[src/rtl/lpf_pkg.sv]
package lpf_pkg;

   localparam logic [5:0] POINTS_PER_BLOCK  = 6'd32;
   localparam logic [4:0] BLOCKS_PER_PACKET = 5'd12;

   localparam logic [15:0] HDR_UPPER    = 16'heeff;
   localparam logic [15:0] HDR_LOWER    = 16'hddff;
   localparam logic [7:0]  TRAILER_BYTE = 8'h1e;

   localparam int QUEUE_DEPTH = 4;
   localparam int QUEUE_AW    = $clog2(QUEUE_DEPTH);

   // byte positions in the sequence one point can cause
   localparam logic [3:0] STEP_HDR_LO  = 4'd0;
   localparam logic [3:0] STEP_HDR_HI  = 4'd1;
   localparam logic [3:0] STEP_ROT_LO  = 4'd2;
   localparam logic [3:0] STEP_ROT_HI  = 4'd3;
   localparam logic [3:0] STEP_DIST_LO = 4'd4;
   localparam logic [3:0] STEP_DIST_HI = 4'd5;
   localparam logic [3:0] STEP_INTENS  = 4'd6;
   localparam logic [3:0] STEP_TR_LAST = 4'd12;

   typedef struct packed {
      logic        has_header;
      logic        hdr_lower;
      logic        has_trailer;
      logic [15:0] rotation;
      logic [15:0] distance;
      logic [7:0]  intensity;
   } lpf_cmd_type;

endpackage

[src/rtl/lpf_front.sv]
module lpf_front (
   input  logic                 clock,
   input  logic                 reset,
   input  logic                 csr_wr_en,
   input  logic                 csr_wr_data,
   input  logic                 req_valid,
   output logic                 req_stall,
   input  logic                 req_frame_start,
   input  logic [15:0]          req_rotation,
   input  logic [15:0]          req_distance,
   input  logic [7:0]           req_intensity,
   input  logic                 q_full,
   output logic                 q_push,
   output lpf_pkg::lpf_cmd_type q_cmd
);
   import lpf_pkg::*;

   logic       lasers_64_ff, lasers_64_in;
   logic [4:0] point_ff, point_in;
   logic [3:0] block_ff, block_in;
   logic [4:0] point_eff;
   logic [3:0] block_eff;
   logic [5:0] point_inc;
   logic [4:0] block_inc;
   logic       point_wrap, block_wrap;

   assign req_stall = q_full;
   assign q_push    = req_valid && !q_full;

   always_comb begin
      point_eff  = req_frame_start ? 5'd0 : point_ff;
      block_eff  = req_frame_start ? 4'd0 : block_ff;
      point_inc  = {1'b0, point_eff} + 6'd1;
      block_inc  = {1'b0, block_eff} + 5'd1;
      point_wrap = point_inc >= POINTS_PER_BLOCK;
      block_wrap = block_inc >= BLOCKS_PER_PACKET;

      q_cmd.has_header  = point_eff == 5'd0;
      q_cmd.hdr_lower   = lasers_64_ff && block_eff[0];
      q_cmd.has_trailer = point_wrap && block_wrap;
      q_cmd.rotation    = req_rotation;
      q_cmd.distance    = req_distance;
      q_cmd.intensity   = req_intensity;

      lasers_64_in = csr_wr_en ? csr_wr_data : lasers_64_ff;
      point_in     = point_ff;
      block_in     = block_ff;
      if (q_push) begin
         if (point_wrap) begin
            point_in = 5'd0;
            block_in = block_wrap ? 4'd0 : block_inc[3:0];
         end else begin
            point_in = point_inc[4:0];
            block_in = block_eff;
         end
      end
   end

   always_ff @(posedge clock) begin
      if (reset) begin
         lasers_64_ff <= 1'b1;
         point_ff     <= '0;
         block_ff     <= '0;
      end else begin
         lasers_64_ff <= lasers_64_in;
         point_ff     <= point_in;
         block_ff     <= block_in;
      end
   end

endmodule

[src/rtl/lpf_queue.sv]
module lpf_queue (
   input  logic                 clock,
   input  logic                 reset,
   input  logic                 push,
   input  lpf_pkg::lpf_cmd_type push_cmd,
   output logic                 full,
   input  logic                 pop,
   output logic                 head_valid,
   output lpf_pkg::lpf_cmd_type head_cmd
);
   import lpf_pkg::*;

   lpf_cmd_type           entry_ff [QUEUE_DEPTH];
   logic [QUEUE_AW-1:0]   wr_ptr_ff, wr_ptr_in;
   logic [QUEUE_AW-1:0]   rd_ptr_ff, rd_ptr_in;
   logic [QUEUE_AW:0]     count_ff, count_in;
   logic                  do_push, do_pop;

   assign full       = count_ff == (QUEUE_AW+1)'(QUEUE_DEPTH);
   assign head_valid = count_ff != '0;
   assign head_cmd   = entry_ff[rd_ptr_ff];

   always_comb begin
      do_push   = push && !full;
      do_pop    = pop && head_valid;
      wr_ptr_in = do_push ? wr_ptr_ff + 1'b1 : wr_ptr_ff;
      rd_ptr_in = do_pop ? rd_ptr_ff + 1'b1 : rd_ptr_ff;
      count_in  = count_ff;
      if (do_push && !do_pop) begin
         count_in = count_ff + 1'b1;
      end else if (!do_push && do_pop) begin
         count_in = count_ff - 1'b1;
      end
   end

   always_ff @(posedge clock) begin
      if (do_push) begin
         entry_ff[wr_ptr_ff] <= push_cmd;
      end
   end

   always_ff @(posedge clock) begin
      if (reset) begin
         wr_ptr_ff <= '0;
         rd_ptr_ff <= '0;
         count_ff  <= '0;
      end else begin
         wr_ptr_ff <= wr_ptr_in;
         rd_ptr_ff <= rd_ptr_in;
         count_ff  <= count_in;
      end
   end

endmodule

[src/rtl/lpf_back.sv]
module lpf_back (
   input  logic                 clock,
   input  logic                 reset,
   input  logic                 q_valid,
   input  lpf_pkg::lpf_cmd_type q_cmd,
   output logic                 q_pop,
   output logic                 rsp_valid,
   input  logic                 rsp_stall,
   output logic [7:0]           rsp_out_byte,
   output logic                 rsp_packet_end,
   output logic                 rsp_run_last
);
   import lpf_pkg::*;

   logic       active_ff, active_in;
   logic [3:0] step_ff, step_in;
   logic       valid_ff, valid_in;
   logic [7:0] byte_ff, byte_in;
   logic       end_ff, end_in;
   logic       last_ff, last_in;
   logic [3:0] cur_step, last_step;
   logic       emit;
   logic [7:0] hdr_hi;

   assign rsp_valid      = valid_ff;
   assign rsp_out_byte   = byte_ff;
   assign rsp_packet_end = end_ff;
   assign rsp_run_last   = last_ff;

   always_comb begin
      emit      = q_valid && (!valid_ff || !rsp_stall);
      cur_step  = active_ff ? step_ff : (q_cmd.has_header ? STEP_HDR_LO : STEP_DIST_LO);
      last_step = q_cmd.has_trailer ? STEP_TR_LAST : STEP_INTENS;
      hdr_hi    = q_cmd.hdr_lower ? HDR_LOWER[15:8] : HDR_UPPER[15:8];
      q_pop     = emit && (cur_step == last_step);

      case (cur_step)
         STEP_HDR_LO:  byte_in = HDR_UPPER[7:0];
         STEP_HDR_HI:  byte_in = hdr_hi;
         STEP_ROT_LO:  byte_in = q_cmd.rotation[7:0];
         STEP_ROT_HI:  byte_in = q_cmd.rotation[15:8];
         STEP_DIST_LO: byte_in = q_cmd.distance[7:0];
         STEP_DIST_HI: byte_in = q_cmd.distance[15:8];
         STEP_INTENS:  byte_in = q_cmd.intensity;
         default:      byte_in = TRAILER_BYTE;
      endcase

      end_in    = cur_step == STEP_TR_LAST;
      last_in   = cur_step == last_step;
      active_in = active_ff;
      step_in   = step_ff;
      valid_in  = valid_ff && rsp_stall;
      if (emit) begin
         valid_in  = 1'b1;
         active_in = !q_pop;
         step_in   = cur_step + 4'd1;
      end
   end

   always_ff @(posedge clock) begin
      if (emit) begin
         byte_ff <= byte_in;
         end_ff  <= end_in;
         last_ff <= last_in;
      end
   end

   always_ff @(posedge clock) begin
      if (reset) begin
         active_ff <= 1'b0;
         step_ff   <= '0;
         valid_ff  <= 1'b0;
      end else begin
         active_ff <= active_in;
         step_ff   <= step_in;
         valid_ff  <= valid_in;
      end
   end

endmodule

[src/rtl/lidar_packet_framer.sv]
// Packs range-image points into data packet bytes, one byte per beat on the
// rsp_ side. A point costs 3 beats; the first point of a block adds 4 (block
// header and rotation) and the last point of a packet adds 6 trailer bytes, so
// the point rate is set by the byte-wide output sequencer. Points are
// classified on entry and held in a 4-deep queue, so req_ keeps flowing while a
// header or trailer drains, until the queue fills. Writing csr_wr_data selects
// 64-row mode (reset value 1); write it only when the block is idle.
module lidar_packet_framer (
   input  logic        clock,
   input  logic        reset,
   input  logic        csr_wr_en,
   input  logic        csr_wr_data,
   input  logic        req_valid,
   output logic        req_stall,
   input  logic        req_frame_start,
   input  logic [15:0] req_rotation,
   input  logic [15:0] req_distance,
   input  logic [7:0]  req_intensity,
   output logic        rsp_valid,
   input  logic        rsp_stall,
   output logic [7:0]  rsp_out_byte,
   output logic        rsp_packet_end,
   output logic        rsp_run_last
);
   import lpf_pkg::*;

   lpf_cmd_type push_cmd, head_cmd;
   logic        push, full, pop, head_valid;

   lpf_front u_front (
      .clock           (clock),
      .reset           (reset),
      .csr_wr_en       (csr_wr_en),
      .csr_wr_data     (csr_wr_data),
      .req_valid       (req_valid),
      .req_stall       (req_stall),
      .req_frame_start (req_frame_start),
      .req_rotation    (req_rotation),
      .req_distance    (req_distance),
      .req_intensity   (req_intensity),
      .q_full          (full),
      .q_push          (push),
      .q_cmd           (push_cmd)
   );

   lpf_queue u_queue (
      .clock      (clock),
      .reset      (reset),
      .push       (push),
      .push_cmd   (push_cmd),
      .full       (full),
      .pop        (pop),
      .head_valid (head_valid),
      .head_cmd   (head_cmd)
   );

   lpf_back u_back (
      .clock          (clock),
      .reset          (reset),
      .q_valid        (head_valid),
      .q_cmd          (head_cmd),
      .q_pop          (pop),
      .rsp_valid      (rsp_valid),
      .rsp_stall      (rsp_stall),
      .rsp_out_byte   (rsp_out_byte),
      .rsp_packet_end (rsp_packet_end),
      .rsp_run_last   (rsp_run_last)
   );

endmodule
[config.mk]
export PLATFORM = sky130hd
export DESIGN_NAME = lidar_packet_framer
export DESIGN_NICKNAME = d
export VERILOG_FILES = /design/src/rtl/lpf_pkg.sv /design/src/rtl/lpf_front.sv /design/src/rtl/lpf_queue.sv /design/src/rtl/lpf_back.sv /design/src/rtl/lidar_packet_framer.sv
export SDC_FILE = /design/constraint.sdc
export NUM_CORES = 1
export LEC_CHECK = 0
export BUFFER_PORTS_ARGS = -buffer_cell sky130_fd_sc_hd__buf_2
export CAP_MARGIN = 5
export CORE_ASPECT_RATIO = 1.75
export CORE_MARGIN = 2
export CORE_UTILIZATION = 64
export DETAILED_ROUTE_END_ITERATION = 8
export GPL_TIMING_DRIVEN = 0
export PLACE_DENSITY_LB_ADDON = 0.12
export SYNTH_ARGS = -nofsm -noshare
export SYNTH_HDL_FRONTEND = slang
export SYNTH_SLANG_ARGS = --single-unit
[constraint.sdc]
create_clock -name clock -period 4.45 [get_ports clock]
set_input_delay 0.89 -clock clock [delete_from_list [all_inputs] [get_ports clock]]
set_output_delay 0.89 -clock clock [all_outputs]
set_load 0.02 [all_outputs]
==> impl_results.md <==
- Netlist cell types: 55
- Via count: 4574
- Initial antenna violation count: 1
- Vias per cell: a little over 6
- Req. time, crit path: 4.85 ns
- Unrepaired setup endpoints after global routing: no
- DIE HEIGHT: 155.9 um
- Peak fanout along the critical path: 8
- Sequential fraction of the synthesis area: 0.7067
- CP bufs+invs: 3
- Core area: about 0.013 sq mm
- Setup bufs post-CTS: 0
- Fmax: about 360 MHz
- Crit path time final: 2.777 ns
- Final Util: 0.7409
- Slew headroom: 0.4389
- DP Cell Count: 710
- Power per standard cell area: about 470 mW/mm^2
- Crit path largest cell delay: about 0.54 ns
- Initial drt markers: roughly 300
- Post-synth ARST share: 0
- Hold_buf cts: 0
- Post-DP HPWL: 10.97 mm
- Most frequent CP cell: inv_1
- CP Capture Type: flip-flop
- Final setup TNS: 0 ns
- Die width: 90.82 um
- Type of origin of the critical path: flip-flop
- Crit path cell chain: buf_6 > mux4_2 > mux2i_2 > nor4_4 > inv_1 > ha_1 > inv_1 > fa_1 > xor2_1 > or3_1 > a21oi_1
- Die footprint: 0.01416 sq mm
- Path depth of the worst reg2reg path: 11
- Tot GR Track Use: 0.2383
- TritonCTS buffer count: 18
- Syn Area/Cell: around 18 sq um
- Main synth FF type: edfxtp_1
- Netlist Area Pre-Place: about 0.0084 sq mm
- Crit path DAT: roughly 3.2 ns
- Hold Crit Endpoint: u_back.rsp_valid
- Sink Count: 207
- FF-to-FF End: u_queue.count_ff[2]
- CTS tree: built
- Clock Latency Late Sink: roughly 0.5 ns
- Count of cells along the worst hold path: 2
- Layout cell share with drive strength beyond 1: 0.2702
- Post-Route WL: roughly 16 mm
- Drt wl/cell: 21.85 um
- Clk root buf: clkbuf_16
- # DRC: 0
- # IOs: 59
- Routed Antenna Nets: 0
- Nets@finish: 620
- Slowest-stage cell, CP: mux4_2
- CP top delay family: multiplexers
- Final Hold Viols: 0
- Final Worst Setup Slack: around 1.7 ns
- Min-delay src: u_back.rsp_valid
- Worst Tran Pin Value: 0.8399 ns
- DRT Pass-1 Iters: 4
- Antenna Cells: 0
- R2R setup slack: 1.67 ns
- Gr ovfl total: 0
- EDFF count, synth: 182
- Max_cap viols: 0
- Post-Syn Nets: approximately 540
- P&R area growth vs syn: 13.55%
- Max VDD drop: roughly 410 uV
- Synthesis Warnings: 0
- Largest net degree at the start of global routing: 28
- First-pass GRT wire length: 25.63 mm
- Worst min path class: flip-flop to flip-flop
- Synth Register Bits: 207
- Status: finished clean
- Leak Pwr: approximately 3.2 nW
- Htree depth: 1
- Setup violations, final: 0
- Worst Path Class, Setup: flip-flop to flip-flop
- Finished Layout Cells: 741
- Port Buf Inserts: 57
- Cell count after synthesis: 478
- Routability Congestion: 0.9138
- Placement Setup Slack: 1.551 ns
- Reg clk slew, reported paths: 0.07 ns
- Vias in the first global route: 4853
- PostCTS Resize Cnt: 0
- # rows: 55
- Initial Util: 0.6525
- Clk_skew: 0.02384 ns
- Tcrit/Tclk final: 0.6240
- Max-slew violations: 0
- Bufs on Longest Clock Path: 3
## where the power goes
part	internal, W	switching, W	total [W]
Clock	0.000838	0.000657	0.00150
Combinational	0.000226	0.000379	0.000605
Sequential	0.00232	0.0000627	0.00238
Total	0.00338	0.00110	0.00448
## cells in the mapped netlist (8+ instances only)
cell | instances | area, sq um
and2_1 | 8 | 50.05
edfxtp_1 | 182 | 5465
o21ai_0 | 8 | 40.04
mux2i_1 | 8 | 80.08
nor2_1 | 26 | 97.59
nand3_1 | 11 | 55.05
dfxtp_1 | 25 | 500.5
nand2_1 | 24 | 90.09
clkbuf_1 | 8 | 30.03
a21oi_1 | 8 | 40.04
nor3_1 | 8 | 40.04
mux4_2 | 42 | 945.9
inv_1 | 11 | 41.29
ha_1 | 13 | 162.7
## sequential cells by signal, summed over array words and instances (netlist names), 2 cells and up, named ones only
| signal | flops |
|---|---|
| u_back.step_ff | 4 |
| u_front.point_ff | 5 |
| u_back.rsp_out_byte | 8 |
| u_queue.wr_ptr_ff | 2 |
| u_queue.rd_ptr_ff | 2 |
| u_queue.count_ff | 3 |
| u_front.block_ff | 4 |
| u_queue.entry_ff | 172 |
## cell families after synthesis
| group | count (synthesis) | share of synthesized area |
|---|---|---|
| xor+xnor | 7 | 0.007263 |
| mux | 52 | 0.1249 |
| compound gates | 61 | 0.05410 |
| flops | 207 | 0.7067 |
| buf+inv | 31 | 0.01986 |
| fa+ha+maj | 14 | 0.02164 |
| simple gates | 106 | 0.06551 |
## final cells by class
cell class              instances  area [sq um]
plain buffers                  20         126.4
clock buffers                  22         486.7
clock inverters                 9         72.57
fillers                       812          3352
inverters                      11         41.29
multi-input cells             240          2313
flip-flops and latches        207          5966
well taps                     171         214.0
repair buffers                 61         365.4
## how the worst max path moves through the flow
stage / slack, ns / cells after the start / endpoint
floorplan: 1.63 / 5 / u_queue.entry_ff[0][0]
detailed placement: 1.55 / 11 / u_queue.count_ff[2]
global placement: 0.69 / 6 / u_queue.entry_ff[2][18]
finish: 1.67 / 11 / u_queue.count_ff[2]
CTS: 1.65 / 11 / u_queue.count_ff[2]
global route: 1.54 / 11 / u_queue.count_ff[2]
## layer usage
metal | part of all wire | global-route usage | up-vias | wire, um
met5 | 0 | 0 | - | 0
met4 | 0.027 | 0.08514 | 0 | 441
met3 | 0.047 | 0.02899 | 39 | 763
met2 | 0.56 | 0.4474 | 157 | 9109
met1 | 0.36 | 0.2818 | 2316 | 5879
li1 | - | - | 2062 | -
## cell usage in the layout, fill, tap and decap left out, types with 11 or more instances in the layout
master     synthesis  layout
nand3_1           11      11
clkbuf_1           8      11
mux4_2            42      42
ha_1              13      13
edfxtp_1         182     182
clkbuf_16          0      19
buf_2              7      64
inv_1             11      11
nand2_1           24      24
nor2_1            26      26
dfxtp_1           25      25
## tightest hold or removal path, cell delays in order, from the launching register on
cell	delay (ns)
dfxtp_1	0.32
nand2_1	0.06
a21oi_1	0.05
## through the flow
step / hold slack [ns] / power (W) / cell area [sq um]
2_1_floorplan: 0.4669 / 0.002798 / 8442
5_1_grt: 0.5037 / 0.004629 / 9585
6_report: 0.4794 / 0.004479 / 9585
3_3_place_gp: 0.4586 / 0.002983 / 8941
4_1_cts: 0.4776 / 0.004503 / 9585
3_5_place_dp: 0.4685 / 0.003024 / 9026
(Power assumes the default switching activity.)
